--- src/rtl/fsd_pkg.sv ---
`timescale 1ns / 1ps

package fsd_pkg;

    // character codes used by the flat scheme
    localparam logic [7:0] CH_UNDERSCORE = 8'h5F;
    localparam logic [7:0] CH_DOLLAR     = 8'h24;
    localparam logic [7:0] CH_DOT        = 8'h2E;
    localparam logic [7:0] CH_UPPER_A    = 8'h41;
    localparam logic [7:0] CH_UPPER_Z    = 8'h5A;

    // prefix walk: positions 0..3 match the prefix, then the capital, then the body
    localparam logic [2:0] POS_CAPITAL = 3'd4;
    localparam logic [2:0] POS_BODY    = 3'd5;

    // default depth of the queue between front and back
    localparam int QUEUE_DEPTH = 4;

    // bytes held back for lookahead
    typedef enum logic [1:0] {
        KIND_NONE   = 2'd0,
        KIND_UNDER  = 2'd1,
        KIND_DOLLAR = 2'd2,
        KIND_DIGIT  = 2'd3
    } t_kind;

    // all results caused by one input byte, first byte in slot 0
    typedef struct packed {
        logic [2:0][7:0] bytes;
        logic [1:0]      count;
        logic            not_flat;
        logic            last;
    } t_bundle;

    // expected prefix byte at each match position
    function automatic logic [7:0] prefix_char(input logic [1:0] p);
        logic [7:0] c;
        unique case (p)
            2'd0: c = 8'h63;
            2'd1: c = 8'h61;
            2'd2: c = 8'h6D;
            2'd3: c = 8'h6C;
        endcase
        return c;
    endfunction

endpackage

--- src/rtl/fsd_front.sv ---
`timescale 1ns / 1ps

module fsd_front
    import fsd_pkg::*;
(
    input  logic       i_clk,
    input  logic       i_rst_n,
    input  logic       i_accept,
    input  logic [7:0] i_byte,
    input  logic       i_last,
    output logic       o_push,
    output t_bundle    o_bundle
);

    logic [2:0] r_pos;
    logic       r_rejected;
    t_kind      r_kind;
    logic [7:0] r_digit;

    logic [2:0] n_pos;
    logic       n_rejected;
    t_kind      n_kind;
    logic [7:0] n_digit;

    t_kind      fresh_kind;
    logic       byte_hex;
    logic       byte_upper;
    t_bundle    bun;

    // add one result byte, at most three per input beat
    function automatic t_bundle append(input t_bundle x, input logic [7:0] c);
        t_bundle y;
        y = x;
        if (x.count != 2'd3) begin
            y.bytes[x.count] = c;
            y.count          = x.count + 2'd1;
        end
        return y;
    endfunction

    // value of an ascii hex digit
    function automatic logic [3:0] hex_val(input logic [7:0] c);
        logic [3:0] v;
        if (c <= 8'h39) begin
            v = c[3:0];
        end else begin
            v = c[3:0] + 4'd9;
        end
        return v;
    endfunction

    // classify the incoming byte
    always_comb begin
        byte_hex   = (i_byte >= 8'h30 && i_byte <= 8'h39) ||
                     (i_byte >= 8'h41 && i_byte <= 8'h46) ||
                     (i_byte >= 8'h61 && i_byte <= 8'h66);
        byte_upper = (i_byte >= CH_UPPER_A) && (i_byte <= CH_UPPER_Z);
        if (i_byte == CH_UNDERSCORE) begin
            fresh_kind = KIND_UNDER;
        end else if (i_byte == CH_DOLLAR) begin
            fresh_kind = KIND_DOLLAR;
        end else begin
            fresh_kind = KIND_NONE;
        end
    end

    // prefix match, body decode and end-of-symbol flush
    always_comb begin
        n_pos      = r_pos;
        n_rejected = r_rejected;
        n_kind     = r_kind;
        n_digit    = r_digit;
        bun        = '0;

        if (r_rejected) begin
            // dropped until the symbol ends
        end else if (!r_pos[2]) begin
            if (i_byte == prefix_char(r_pos[1:0])) begin
                n_pos = r_pos + 3'd1;
            end else begin
                n_rejected = 1'b1;
            end
        end else if (r_pos == POS_CAPITAL) begin
            if (byte_upper) begin
                bun   = append(bun, i_byte);
                n_pos = POS_BODY;
            end else begin
                n_rejected = 1'b1;
            end
        end else begin
            n_kind = KIND_NONE;
            unique case (r_kind)
                KIND_NONE: begin
                    n_kind = fresh_kind;
                    if (fresh_kind == KIND_NONE) bun = append(bun, i_byte);
                end
                KIND_UNDER: begin
                    if (i_byte == CH_UNDERSCORE) begin
                        bun = append(bun, CH_DOT);
                    end else begin
                        bun    = append(bun, CH_UNDERSCORE);
                        n_kind = fresh_kind;
                        if (fresh_kind == KIND_NONE) bun = append(bun, i_byte);
                    end
                end
                KIND_DOLLAR: begin
                    if (byte_hex) begin
                        n_kind  = KIND_DIGIT;
                        n_digit = i_byte;
                    end else begin
                        bun    = append(bun, CH_DOLLAR);
                        n_kind = fresh_kind;
                        if (fresh_kind == KIND_NONE) bun = append(bun, i_byte);
                    end
                end
                KIND_DIGIT: begin
                    if (byte_hex) begin
                        bun = append(bun, {hex_val(r_digit), hex_val(i_byte)});
                    end else begin
                        bun    = append(bun, CH_DOLLAR);
                        bun    = append(bun, r_digit);
                        n_kind = fresh_kind;
                        if (fresh_kind == KIND_NONE) bun = append(bun, i_byte);
                    end
                    n_digit = '0;
                end
            endcase
        end

        // end of symbol: either one not-flat result or flush what is held
        if (i_last) begin
            if (n_rejected || n_pos != POS_BODY) begin
                bun          = '0;
                bun.count    = 2'd1;
                bun.not_flat = 1'b1;
            end else begin
                unique case (n_kind)
                    KIND_NONE:   ;
                    KIND_UNDER:  bun = append(bun, CH_UNDERSCORE);
                    KIND_DOLLAR: bun = append(bun, CH_DOLLAR);
                    KIND_DIGIT: begin
                        bun = append(bun, CH_DOLLAR);
                        bun = append(bun, n_digit);
                    end
                endcase
            end
            bun.last   = 1'b1;
            n_pos      = '0;
            n_rejected = 1'b0;
            n_kind     = KIND_NONE;
            n_digit    = '0;
        end
    end

    assign o_push   = i_accept && (bun.count != 2'd0);
    assign o_bundle = bun;

    // symbol state
    always_ff @(posedge i_clk) begin
        if (!i_rst_n) begin
            r_pos      <= '0;
            r_rejected <= 1'b0;
            r_kind     <= KIND_NONE;
            r_digit    <= '0;
        end else if (i_accept) begin
            r_pos      <= n_pos;
            r_rejected <= n_rejected;
            r_kind     <= n_kind;
            r_digit    <= n_digit;
        end
    end

    // a symbol's last beat leaves the front ready for a new prefix
    a_last_clears: assert property (@(posedge i_clk) disable iff (!i_rst_n)
        (i_accept && i_last) |=> (r_pos == '0 && !r_rejected && r_kind == KIND_NONE))
        else $error("front state not cleared after end of symbol");

    // lookahead bytes are only held while decoding the body
    a_kind_in_body: assert property (@(posedge i_clk) disable iff (!i_rst_n)
        (r_kind != KIND_NONE) |-> (r_pos == POS_BODY && !r_rejected))
        else $error("lookahead held outside the body");

endmodule

--- src/rtl/fsd_queue.sv ---
`timescale 1ns / 1ps

module fsd_queue
    import fsd_pkg::*;
#(
    parameter int DEPTH = QUEUE_DEPTH
) (
    input  logic    i_clk,
    input  logic    i_rst_n,
    input  logic    i_push,
    input  t_bundle i_bundle,
    input  logic    i_pop,
    output logic    o_full,
    output logic    o_valid,
    output t_bundle o_head
);

    localparam int PW = (DEPTH > 1) ? $clog2(DEPTH) : 1;
    localparam int CW = $clog2(DEPTH + 1);

    t_bundle       r_mem [DEPTH];
    logic [PW-1:0] r_wr;
    logic [PW-1:0] r_rd;
    logic [CW-1:0] r_cnt;

    assign o_full  = (r_cnt == CW'(DEPTH));
    assign o_valid = (r_cnt != '0);
    assign o_head  = r_mem[r_rd];

    // entry storage
    always_ff @(posedge i_clk) begin
        if (i_push) begin
            r_mem[r_wr] <= i_bundle;
        end
    end

    // pointers and fill count
    always_ff @(posedge i_clk) begin
        if (!i_rst_n) begin
            r_wr  <= '0;
            r_rd  <= '0;
            r_cnt <= '0;
        end else begin
            if (i_push) begin
                r_wr <= (r_wr == PW'(DEPTH - 1)) ? '0 : r_wr + PW'(1);
            end
            if (i_pop) begin
                r_rd <= (r_rd == PW'(DEPTH - 1)) ? '0 : r_rd + PW'(1);
            end
            if (i_push && !i_pop) begin
                r_cnt <= r_cnt + CW'(1);
            end else if (!i_push && i_pop) begin
                r_cnt <= r_cnt - CW'(1);
            end
        end
    end

    a_no_overflow: assert property (@(posedge i_clk) disable iff (!i_rst_n)
        i_push |-> !o_full)
        else $error("push into a full queue");

    a_no_underflow: assert property (@(posedge i_clk) disable iff (!i_rst_n)
        i_pop |-> o_valid)
        else $error("pop from an empty queue");

endmodule

--- src/rtl/fsd_back.sv ---
`timescale 1ns / 1ps

module fsd_back
    import fsd_pkg::*;
(
    input  logic       i_clk,
    input  logic       i_rst_n,
    input  logic       i_valid,
    input  t_bundle    i_head,
    output logic       o_pop,
    output logic       o_m_valid,
    input  logic       i_m_ready,
    output logic [7:0] o_byte,
    output logic       o_not_flat,
    output logic       o_item_done,
    output logic       o_symbol_done
);

    logic [1:0] r_idx;
    logic       r_m_valid;
    logic [7:0] r_byte;
    logic       r_not_flat;
    logic       r_item_done;
    logic       r_symbol_done;

    logic       load;
    logic       slot_last;

    // one result byte per cycle whenever the output register frees up
    assign load      = i_valid && (!r_m_valid || i_m_ready);
    assign slot_last = (r_idx == i_head.count - 2'd1);
    assign o_pop     = load && slot_last;

    // slot counter and output register
    always_ff @(posedge i_clk) begin
        if (!i_rst_n) begin
            r_idx     <= '0;
            r_m_valid <= 1'b0;
        end else begin
            if (load) begin
                r_idx     <= slot_last ? 2'd0 : r_idx + 2'd1;
                r_m_valid <= 1'b1;
            end else if (i_m_ready) begin
                r_m_valid <= 1'b0;
            end
        end
    end

    always_ff @(posedge i_clk) begin
        if (load) begin
            r_byte        <= i_head.bytes[r_idx];
            r_not_flat    <= i_head.not_flat;
            r_item_done   <= slot_last;
            r_symbol_done <= slot_last && i_head.last;
        end
    end

    assign o_m_valid     = r_m_valid;
    assign o_byte        = r_byte;
    assign o_not_flat    = r_not_flat;
    assign o_item_done   = r_item_done;
    assign o_symbol_done = r_symbol_done;

    a_idx_in_bundle: assert property (@(posedge i_clk) disable iff (!i_rst_n)
        i_valid |-> (r_idx < i_head.count))
        else $error("slot index beyond the entry's byte count");

endmodule

--- src/rtl/flat_symbol_demangler.sv ---
`timescale 1ns / 1ps

// Flat symbol demangler: takes one symbol byte per beat (tlast on the final
// byte) and emits the demangled bytes, one per beat. A symbol must open with
// "caml" and a capital letter; the four prefix bytes are dropped, "__" gives
// ".", "$" with two hex digits gives that byte, and anything held for
// lookahead is flushed on a failed match or at the end of the symbol. A
// symbol without the prefix gives a single beat with tuser set, a zero byte
// and item_done set. Input is taken at one byte per cycle while the entry
// queue between the classifier and the serializer (QUEUE_DEPTH entries) has
// room; tready drops only when that queue is full, which takes a stalled
// output side. Each byte yields zero to three output beats and the back end
// drives one beat per cycle while tready is high; output never outgrows
// input, so with tready high one byte per cycle is sustained. A byte's first
// beat is registered in the entry queue and then in the output register.

module flat_symbol_demangler
    import fsd_pkg::*;
#(
    parameter int QUEUE_DEPTH = fsd_pkg::QUEUE_DEPTH
) (
    input  logic        i_clk,
    input  logic        i_rst_n,
    // input symbol bytes
    input  logic        i_s_tvalid,
    output logic        o_s_tready,
    input  logic [7:0]  i_s_tdata,   // [7:0] sym_byte
    input  logic        i_s_tlast,   // end_of_symbol
    // demangled bytes
    output logic        o_m_tvalid,
    input  logic        i_m_tready,
    output logic [15:0] o_m_tdata,   // [7:0] out_byte, [8] item_done, [15:9] zero
    output logic        o_m_tuser,   // [0] not_flat
    output logic        o_m_tlast    // symbol_done
);

    logic    accept;
    logic    push;
    logic    pop;
    logic    q_full;
    logic    q_valid;
    t_bundle push_bundle;
    t_bundle head;
    logic [7:0] out_byte;
    logic       item_done;

    assign o_s_tready = !q_full;
    assign accept     = i_s_tvalid && !q_full;

    fsd_front u_front (
        .i_clk    (i_clk),
        .i_rst_n  (i_rst_n),
        .i_accept (accept),
        .i_byte   (i_s_tdata),
        .i_last   (i_s_tlast),
        .o_push   (push),
        .o_bundle (push_bundle)
    );

    fsd_queue #(
        .DEPTH (QUEUE_DEPTH)
    ) u_queue (
        .i_clk    (i_clk),
        .i_rst_n  (i_rst_n),
        .i_push   (push),
        .i_bundle (push_bundle),
        .i_pop    (pop),
        .o_full   (q_full),
        .o_valid  (q_valid),
        .o_head   (head)
    );

    fsd_back u_back (
        .i_clk         (i_clk),
        .i_rst_n       (i_rst_n),
        .i_valid       (q_valid),
        .i_head        (head),
        .o_pop         (pop),
        .o_m_valid     (o_m_tvalid),
        .i_m_ready     (i_m_tready),
        .o_byte        (out_byte),
        .o_not_flat    (o_m_tuser),
        .o_item_done   (item_done),
        .o_symbol_done (o_m_tlast)
    );

    // pack output beat
    assign o_m_tdata = {7'd0, item_done, out_byte};

endmodule

--- config.mk ---
export PLATFORM = sky130hd
export DESIGN_NAME = flat_symbol_demangler
export DESIGN_NICKNAME = d
export VERILOG_FILES = /design/src/rtl/fsd_pkg.sv /design/src/rtl/fsd_front.sv /design/src/rtl/fsd_queue.sv /design/src/rtl/fsd_back.sv /design/src/rtl/flat_symbol_demangler.sv
export SDC_FILE = /design/constraint.sdc
export NUM_CORES = 1
export LEC_CHECK = 0
export BUFFER_PORTS_ARGS = -buffer_cell sky130_fd_sc_hd__buf_2
export CORE_UTILIZATION = 45
export CTS_CLUSTER_SIZE = 12
export DETAILED_ROUTE_END_ITERATION = 10
export GPL_TIMING_DRIVEN = 1
export HOLD_SLACK_MARGIN = 0.08
export SYNTH_ARGS = -nofsm -noshare
export SYNTH_HDL_FRONTEND = slang
export SYNTH_SLANG_ARGS = --single-unit
--- constraint.sdc ---
create_clock -name i_clk -period 5.3 [get_ports i_clk]
set_input_delay 0.53 -clock i_clk [delete_from_list [all_inputs] [get_ports i_clk]]
set_output_delay 0.53 -clock i_clk [all_outputs]
set_load 0.005 [all_outputs]
==> flow_metrics.py, run 1 <==
metrics = {
    "outcome": {
        "outcome": "complete, no violations",
    },
    "global_route": {
        "grt_pass1_vias": 5281,
        "grt_pass1_wl_um": 30200,
        "track_usage_pct": 22.7,
        "grt_max_degree": 42,
        "grt-ovfl-total": 0,
        "antenna_found_initial": 0,
    },
    "finish": {
        "fillers": 1438,
        "area_growth_pct": 10.6,
        "diodes": 0,
        "layout-drive-gt1-share_pct": 17.8,
        "nets": 682,
    },
    "cts": {
        "hold_buffers": 0,
        "cts-resized-gates": 0,
        "cts_inserted_buffers": 17,
        "cts.sinks": 149,
        "h-tree-depth": 4,
        "post_cts_buffers": 0,
        "path_clk_slew_ns": 0.06,
        "root_buffer": "clkbuf_16",
        "clockBufferDepth": 2,
        "clk_latency_ns": 0.42,
        "cts_tree": "done",
    },
    "worst_setup_path": {
        "critPathKind": "reg -> reg",
        "critical_path_required_ns": 5.64,
        "r2r_start": "u_front.r_pos[0]",
        "r2r-end": "u_queue.r_cnt[2]",
        "critical_path_arrival_ns": 4.42,
        "path_max_fanout": 11,
        "start_kind": "flip-flop",
        "r2r_setup_slack_ns": 1.22,
        "end_kind": "flip-flop",
        "reg2reg_depth": 13,
    },
    "sta": {
        "fin_setup_tns_ns": 0,
        "worst_pin_slew_ns": 0.875,
        "min_period_ns": 4.08,
        "finalMaxSlewViolations": 0,
        "rsz0062_at_grt": "no",
        "setup_viol": 0,
        "fmax_ghz": 0.245,
        "finalHoldViolations": 0,
        "period_share_pct": 77.0,
        "worst_slack_ns": 1.22,
        "clock_skew_ns": 0.0156,
        "slew-limit-headroom_pct": 41.6,
    },
    "synth": {
        "synth_ff_type": "edfxtp_1",
        "synth.cell_area_sq_um": 7790,
        "synth_top_family_by_area": "compound AO/OA/AOI/OAI gates",
        "synthSimpleGateAreaFrac_pct": 12.7,
        "synth_xor_area_share_pct": 1.24,
        "synth.ff_latch_count": 149,
        "ys_seq_area_share_pct": 54.1,
        "post_synth.cell_area_avg_sq_um": 12.2,
        "ys_types": 78,
        "syn_inst": 639,
        "synth.area.mux_share_pct": 9.76,
        "synth_compound_area_share_pct": 15.0,
        "synthArstFlopShare_pct": 0,
        "synthAdderAreaFrac_pct": 2.99,
        "synth-edff-count": 123,
        "ys_warn_count": 0,
    },
    "power": {
        "clkPwrFrac_pct": 36.2,
        "p_seq_share_pct": 46.1,
        "comb_power_share_pct": 17.7,
        "p_leak_nw": 3.01,
        "intPower_mw": 2.33,
        "p_sw_mw": 0.830,
        "p_total_mw": 3.16,
        "p_per_area_nw_per_um2": 367,
        "switching_share_pct": 26.2,
        "ir_drop_mv": 0.266,
    },
    "detailed_routing": {
        "ant_nets": 0,
        "wirelength_um": 19000,
        "wl_per_cell_um": 21.5,
        "num_vias": 5375,
        "viasPerCell": 6.09,
        "drtIter0Drc": 529,
        "drc_errors": 0,
        "dr.pass1.iters": 5,
    },
    "die": {
        "die_width_um": 134,
        "io_pins": 33,
        "fp-row-count": 47,
        "initial_core_util_pct": 46.5,
        "die_area_sq_um": 17800,
        "dieHeight_um": 134,
        "core-area_sq_um": 16800,
    },
    "hold_path": {
        "hold_path.class": "in -> reg",
        "whs_endpoint": "u_back.o_m_valid",
        "hp-start": "i_m_tready",
        "whs_path_depth": 4,
    },
    "placement": {
        "hpwl_um": 12900,
        "place.gp.congestion": 0.941,
        "place_ws_ns": 0.998,
        "port_buffers": 25,
    },
    "run": {
        "maxCapViolCount": 0,
    },
}
worst max-delay path, cell delays in order, from the launching register on:
cell      delay [ns]
dfxtp_1         0.42
inv_1           0.13
ha_1            0.35
nor3b_2         0.55
nand2_1         0.40
nor3b_2         0.37
a311oi_4        0.12
a31oi_4         0.31
ha_1            0.23
inv_1           0.06
fa_1            0.42
xor2_1          0.16
or3_1           0.31
a21boi_0        0.16
stage by stage:
| stage | cell area [sq um] | cells | util [%] | hold WS [ns] |
|---|---|---|---|---|
| after floorplan | 7820 | 645 | - | 0.432 |
| after global placement | 8060 | 852 | 48.1 | 0.460 |
| after detailed placement | 8060 | 852 | 48.1 | 0.472 |
| after CTS | 8620 | 883 | 51.4 | 0.376 |
| after global routing | 8620 | 883 | 51.4 | 0.397 |
| final | 8620 | 883 | 51.4 | 0.396 |
cell usage in the layout, fill, tap and decap left out, drive strengths merged, types with 6 or more instances in the layout:
cell type	netlist	layout
a21boi	7	7
a21o	6	6
a21oi	32	32
a22oi	14	14
a31oi	6	6
a32o	6	6
a32oi	6	6
and2	22	22
and3	8	8
buf	24	35
clkbuf	24	18
clkinv	1	8
conb	1	7
dfxtp	26	26
edfxtp	123	123
ha	17	17
inv	22	25
mux2i	13	13
mux4	28	28
nand2	53	53
nand3	19	19
nor2	30	30
nor2b	12	12
nor3	14	14
o21ai	39	39
o22ai	11	11
xnor2	8	8
area by class of cell:
cell class,instances,area [sq um],area share [%]
multi-input combinational,425,3280,38.0
sequential,149,4220,48.9
clock buffer,18,429,4.98
tap,220,275,3.19
clock inverter,13,133,1.54
timing repair buffer,35,200,2.32
inverter,23,86.3,1.00
cell usage after synthesis (4+ instances only):
library cell / instances / area share [%]
mux2i_1: 13 / 1.7
nand3_1: 19 / 1.2
a31oi_1: 5 / 0.40
a32o_1: 6 / 0.77
clkbuf_1: 24 / 1.2
a22oi_1: 13 / 1.3
mux4_2: 28 / 8.1
a32oi_1: 6 / 0.67
dfxtp_1: 26 / 6.7
and2_1: 21 / 1.7
nand2b_1: 5 / 0.40
buf_1: 4 / 0.19
nor2b_1: 12 / 0.96
a211o_1: 4 / 0.45
o21a_1: 5 / 0.48
and3_1: 8 / 0.64
nor2_1: 27 / 1.3
nor3_1: 12 / 0.77
ha_1: 17 / 2.7
buf_2: 9 / 0.58
a21boi_0: 4 / 0.39
o22ai_1: 11 / 0.88
a21oi_1: 31 / 2.0
inv_1: 22 / 1.1
o21ai_1: 6 / 0.39
o21ai_0: 30 / 1.9
a21o_1: 6 / 0.58
buf_4: 10 / 0.96
xnor2_1: 8 / 0.90
edfxtp_1: 123 / 47
o21bai_1: 5 / 0.48
nand2_1: 53 / 2.6
how the worst max path moves through the flow:
stage / start / end / slack [ns] / depth (start not counted)
after floorplan: i_s_tdata[1] / u_queue.r_cnt[2] / 1.29 / 15
after global placement: i_s_tdata[0] / u_queue.r_cnt[2] / 1.13 / 15
after detailed placement: i_s_tdata[0] / u_queue.r_cnt[2] / 1.0 / 15
after CTS: u_front.r_pos[0] / u_queue.r_cnt[2] / 1.28 / 13
after global routing: u_front.r_pos[0] / u_queue.r_cnt[2] / 0.85 / 13
final: u_front.r_pos[0] / u_queue.r_cnt[2] / 1.22 / 13
power groups by stage:
stage	logic, mW	registers, mW	clock network, mW
floorplan	0.425	1.46	0
global placement	0.559	1.48	0
detailed placement	0.569	1.48	0
CTS	0.571	1.46	1.17
global route	0.627	1.47	1.22
finish	0.559	1.46	1.15
per-layer routing:
metal | global-route usage, % | routed length (um) | vias up
met1 | 30.3 | 8330 | 2687
li1 | - | - | 2446
met5 | 0 | 0 | -
met4 | 8.14 | 414 | 0
met2 | 37.4 | 9310 | 206
met3 | 4.00 | 926 | 36
state kept, by name (all words and copies together) (netlist names), 2 cells and up, named ones only:
signal           flops
u_queue.r_wr         2
u_queue.r_mem      112
u_front.r_kind       2
u_queue.r_rd         2
u_queue.r_cnt        3
u_front.r_digit      8
u_back.r_idx         2
u_front.r_pos        3
u_back.o_byte        8
kinds of logic (layout without fill, tap and decap cells):
kind of cell / after synthesis / count (layout)
AND/OR/NAND/NOR: 184 / 184
AO/OA/AOI/OAI: 164 / 164
flip-flops: 149 / 149
buffers and inverters: 71 / 89
multiplexers: 41 / 41
adder cells (fa/ha/maj): 18 / 18
XOR/XNOR: 11 / 11
other: 1 / 7
(Power assumes the default switching activity.)
==> inputs of run 2 (changes only) <==
==> constraint.sdc (replaced) <==
create_clock -name i_clk -period 3.5 [get_ports i_clk]
set_input_delay 0.35 -clock i_clk [delete_from_list [all_inputs] [get_ports i_clk]]
set_output_delay 0.35 -clock i_clk [all_outputs]
set_load 0.005 [all_outputs]
==> flow_metrics.py, run 2 (synthesized netlist as in run 1, its figures left out) <==
metrics = {
    "sta": {
        "fmax_ghz": 0.302,
        "worst_slack_ns": 0.184,
        "fin_setup_tns_ns": 0,
        "finalMaxSlewViolations": 0,
        "finalHoldViolations": 0,
        "slew-limit-headroom_pct": 46.2,
        "clock_skew_ns": 0.0134,
        "period_share_pct": 94.7,
        "rsz0062_at_grt": "no",
        "worst_pin_slew_ns": 0.806,
        "min_period_ns": 3.32,
        "setup_viol": 0,
    },
    "cts": {
        "cts_tree": "done",
        "clk_latency_ns": 0.42,
        "hold_buffers": 0,
        "h-tree-depth": 4,
        "cts-resized-gates": 0,
        "cts.sinks": 149,
        "cts_inserted_buffers": 17,
        "path_clk_slew_ns": 0.07,
        "post_cts_buffers": 0,
        "root_buffer": "clkbuf_16",
        "clockBufferDepth": 2,
    },
    "finish": {
        "largest_reg_flops": 112,
        "multiInputGateArea_sq_um": 3280,
        "area_growth_pct": 15.3,
        "nets": 719,
        "fillers": 1424,
        "regMostFlops": "u_queue.r_mem",
        "layout-drive-gt1-share_pct": 23.1,
        "register_area_sq_um": 4220,
        "final_common_cell": "edfxtp_1",
        "diodes": 0,
        "final_cell_mix": "edfxtp_1, nand2_1, buf_4, a21oi_1, o21ai_0",
    },
    "worst_setup_path": {
        "r2r_start": "u_front.r_pos[0]",
        "critPathMaxStageDelay_ns": 0.39,
        "end_kind": "flip-flop",
        "critPathKind": "reg -> reg",
        "path_max_fanout": 14,
        "slowest_stage": "a221oi_2",
        "critical_path_arrival_ns": 3.67,
        "startpoint": "u_front.r_pos[0]",
        "start_kind": "flip-flop",
        "crit_chain": "inv_1 -> ha_1 -> nor3b_2 -> buf_4 -> and2_1 -> a221oi_2 -> o31ai_2 -> a31oi_4 -> ha_2 -> inv_1 -> fa_2 -> xor2_1 -> or3_1 -> a21boi_1",
        "critical_path_required_ns": 3.86,
        "crit_path_frequent_cell": "inv_1",
    },
    "placement": {
        "port_buffers": 25,
        "place_ws_ns": 0.0276,
        "hpwl_um": 14600,
        "place.gp.congestion": 0.972,
    },
    "run": {
        "maxCapViolCount": 0,
    },
    "global_route": {
        "grt-ovfl-total": 0,
        "antenna_found_initial": 0,
        "met3_usage_pct": 4.72,
        "grt_max_degree": 29,
        "grt_pass1_wl_um": 31400,
        "grt_pass1_vias": 5432,
        "track_usage_pct": 24.0,
        "busiest_layer": "met2",
        "grtUsageMet2_pct": 39.9,
        "grt_use_met1_pct": 31.3,
    },
    "die": {
        "die_width_um": 134,
        "initial_core_util_pct": 46.5,
        "die_area_sq_um": 17800,
        "io_pins": 33,
        "core-area_sq_um": 16800,
        "dieHeight_um": 134,
        "fp-row-count": 47,
    },
    "power": {
        "p_total_mw": 4.95,
        "ir_drop_mv": 0.315,
        "p_leak_nw": 3.21,
        "p_per_area_nw_per_um2": 551,
    },
    "detailed_routing": {
        "viasPerCell": 5.89,
        "drtIter0Drc": 453,
        "ant_nets": 0,
        "wl_per_cell_um": 22.1,
        "num_vias": 5423,
        "dr.pass1.iters": 5,
        "wirelength_um": 20400,
        "drc_errors": 0,
    },
    "hold_path": {
        "hold_path.class": "in -> reg",
        "hp-start": "i_m_tready",
    },
    "outcome": {
        "outcome": "complete, no violations",
    },
}
[run 2: cell types whose count changed in the layout (fill, tap and decap cells not counted), moves of 2 or more]
cell        delta
buf_12         +4
clkinvlp_4     +2
buf_4         +33
inv_6          +3
clkinv_2       -2
clkinv_1       -2
[run 2: critical path, delay by kind of cell (launching register included)]
kind,cells,cell delay (ns)
adder cells (fa/ha/maj),3,0.89
AO/OA/AOI/OAI,4,0.85
flip-flops,1,0.35
buffers and inverters,3,0.42
AND/OR/NAND/NOR,3,0.59
XOR/XNOR,1,0.15
[run 2: power by group]
group / total (mW) / switching [mW] / internal (mW)
sequential: 2.18 / 0.0689 / 2.11
clock: 1.82 / 0.757 / 1.07
combinational: 0.947 / 0.528 / 0.419
[run 2: worst paths after layout]
kind | endpoint | slack, ns | cells past startpoint
max | u_queue.r_cnt[2] | 0.18 | 14
min reg2reg | u_front.r_digit[7] | 0.48 | 2
max reg2reg | u_queue.r_cnt[2] | 0.18 | 14
min | u_back.o_m_valid | 0.21 | 4
[run 2: routing by layer]
layer  vias to the layer above  routed length (um)
met5                         -                   0
met4                         0                 569
met3                        35                 852
met2                       142                9910
met1                      2724                9030
li1                       2522                   -
[run 2: stage by stage]
step | instances | cell area, sq um | utilization [%] | hold WS, ns
after floorplan | 645 | 7830 | - | 0.432
after global placement | 889 | 8390 | 50.0 | 0.459
after detailed placement | 889 | 8390 | 50.0 | 0.481
after CTS | 921 | 8980 | 53.6 | 0.191
after global routing | 921 | 8980 | 53.6 | 0.225
final | 921 | 8980 | 53.6 | 0.209
[run 2: layout make-up]
class / count / share of cell area [%]
multi-input combinational: 425 / 36.6
sequential: 149 / 46.9
timing repair buffer: 72 / 5.88
tap: 220 / 3.06
clock inverter: 15 / 1.87
inverter: 23 / 0.961
clock buffer: 17 / 4.74
==> inputs of run 3 (changes only) <==
--- a/config.mk
+++ b/config.mk
@@ -11,6 +11,7 @@
 export DETAILED_ROUTE_END_ITERATION = 10
 export GPL_TIMING_DRIVEN = 1
 export HOLD_SLACK_MARGIN = 0.08
+export SETUP_SLACK_MARGIN = 0.3
 export SYNTH_ARGS = -nofsm -noshare
 export SYNTH_HDL_FRONTEND = slang
 export SYNTH_SLANG_ARGS = --single-unit
==> flow_metrics.py, run 3 (synthesized netlist as in run 1, its figures left out) <==
metrics = {
    "worst_setup_path": {
        "critical_path_arrival_ns": 3.48,
        "end_kind": "flip-flop",
        "critPathKind": "reg -> reg",
        "critical_path_required_ns": 3.85,
        "start_kind": "flip-flop",
        "reg2reg_depth": 15,
        "r2r_start": "u_front.r_pos[0]",
        "r2r-end": "u_queue.r_cnt[2]",
        "path_max_fanout": 5,
        "r2r_setup_slack_ns": 0.37,
    },
    "die": {
        "die_width_um": 134,
        "dieHeight_um": 134,
        "initial_core_util_pct": 46.5,
        "io_pins": 33,
        "die_area_sq_um": 17800,
        "core-area_sq_um": 16800,
        "fp-row-count": 47,
    },
    "sta": {
        "worst_pin_slew_ns": 0.658,
        "holdWs_ns": 0.203,
        "rsz0062_at_grt": "yes",
        "period_share_pct": 89.4,
        "finalHoldViolations": 0,
        "min_period_ns": 3.13,
        "slew-limit-headroom_pct": 55.8,
        "setup_viol": 0,
        "fmax_ghz": 0.320,
        "clock_skew_ns": 0.0111,
        "fin_setup_tns_ns": 0,
        "worst_slack_ns": 0.372,
        "finalMaxSlewViolations": 0,
    },
    "detailed_routing": {
        "dr.pass1.iters": 5,
        "drc_errors": 0,
        "drtIter0Drc": 393,
        "ant_nets": 0,
        "wl_met2_um": 9700,
        "m1WireLength_um": 8620,
        "dr.max_layer_used": "met4",
        "viasPerCell": 5.90,
        "wirelength_um": 19700,
        "wl_per_cell_um": 21.4,
        "routed-wl-met3_um": 775,
        "num_vias": 5421,
    },
    "placement": {
        "place_ws_ns": 0.0900,
        "hpwl_um": 14200,
        "place.gp.congestion": 0.948,
        "port_buffers": 25,
    },
    "outcome": {
        "outcome": "complete, no violations",
    },
    "hold_path": {
        "whs_path_depth": 4,
        "hp-start": "i_m_tready",
        "hold_path.class": "in -> reg",
        "whs_endpoint": "u_back.o_m_valid",
    },
    "global_route": {
        "grt-ovfl-total": 0,
        "grt_pass1_vias": 5440,
        "grt_pass1_wl_um": 30800,
        "track_usage_pct": 23.3,
        "antenna_found_initial": 0,
        "grt_max_degree": 29,
    },
    "cts": {
        "post_cts_buffers": 0,
        "h-tree-depth": 4,
        "cts.sinks": 149,
        "cts_tree": "done",
        "clockBufferDepth": 2,
        "path_clk_slew_ns": 0.07,
        "clk_latency_ns": 0.43,
        "root_buffer": "clkbuf_16",
        "cts_inserted_buffers": 17,
        "hold_buffers": 0,
    },
    "finish": {
        "final_cell_mix": "edfxtp_1, nand2_1, buf_4, a21oi_1, o21ai_0",
        "nets": 718,
        "multiInputGateArea_sq_um": 3360,
        "largest_reg_flops": 112,
        "register_area_sq_um": 4220,
        "diodes": 0,
        "area_growth_pct": 16.4,
        "layout-drive-gt1-share_pct": 24.9,
        "regMostFlops": "u_queue.r_mem",
        "final_common_cell": "edfxtp_1",
        "fillers": 1452,
    },
    "power": {
        "p_leak_nw": 3.22,
        "p_per_area_nw_per_um2": 549,
        "ir_drop_mv": 0.330,
    },
    "run": {
        "maxCapViolCount": 0,
    },
}
-- run 3: worst max-delay path by stage --
stage / startpoint / to / cells after the start
global route: u_front.r_pos[0] / u_queue.r_cnt[1] / 13
floorplan: i_s_tdata[1] / u_queue.r_cnt[2] / 15
detailed placement: i_s_tdata[1] / u_queue.r_mem[1][21] / 14
finish: u_front.r_pos[0] / u_queue.r_cnt[2] / 15
CTS: u_front.r_pos[0] / u_queue.r_mem[2][21] / 10
global placement: i_s_tdata[1] / u_queue.r_mem[0][21] / 14
-- run 3: layout make-up --
class / instances / share of cell area (%)
Sequential cell: 149 / 46.5
Timing Repair Buffer: 71 / 5.74
Multi-Input combinational cell: 425 / 37.0
Clock buffer: 18 / 4.73
Tap cell: 220 / 3.04
Inverter: 23 / 1.01
Clock inverter: 13 / 1.93
-- run 3: timing repair --
| item | 4_1_cts | 5_1_grt |
|---|---|---|
| resized for setup | 2 | 7 |
| pin swaps | 0 | 5 |
| endpoints found under the setup margin | 6 | 77 |
-- run 3: metal layers --
| layer | global-route usage, % | vias up |
|---|---|---|
| li1 | - | 2516 |
| met1 | 30.2 | 2698 |
| met2 | 38.5 | 171 |
| met3 | 3.96 | 36 |
| met4 | 10.4 | 0 |
| met5 | 0 | - |
-- run 3: stage by stage --
| step | cells | utilization [%] | area [sq um] | power [mW] |
|---|---|---|---|---|
| 6_report | 919 | 54.1 | 9070 | 4.98 |
| 5_1_grt | 919 | 54.1 | 9070 | 5.21 |
| 4_1_cts | 919 | 54.0 | 9060 | 5.03 |
| 3_5_place_dp | 888 | 50.3 | 8440 | 3.17 |
| 3_3_place_gp | 888 | 50.3 | 8440 | 3.14 |
| 2_1_floorplan | 645 | - | 7910 | 2.87 |
-- run 3: where the power goes --
part / leakage, nW / switching (mW) / internal [mW]
registers: 1.44 / 0.0626 / 2.11
logic: 1.48 / 0.526 / 0.421
clock network: 0.288 / 0.728 / 1.13
total: 3.22 / 1.32 / 3.66
-- run 3: worst max-delay path, cell delays in order, from the launching register on --
cell	delay, ns
dfxtp_4	0.36
inv_2	0.09
ha_1	0.18
nor3b_2	0.07
buf_4	0.16
buf_4	0.15
and2_1	0.19
a221oi_4	0.37
o31ai_4	0.12
a31oi_4	0.22
ha_4	0.17
inv_2	0.04
fa_2	0.33
xor2_1	0.15
or3_1	0.31
a21boi_1	0.14
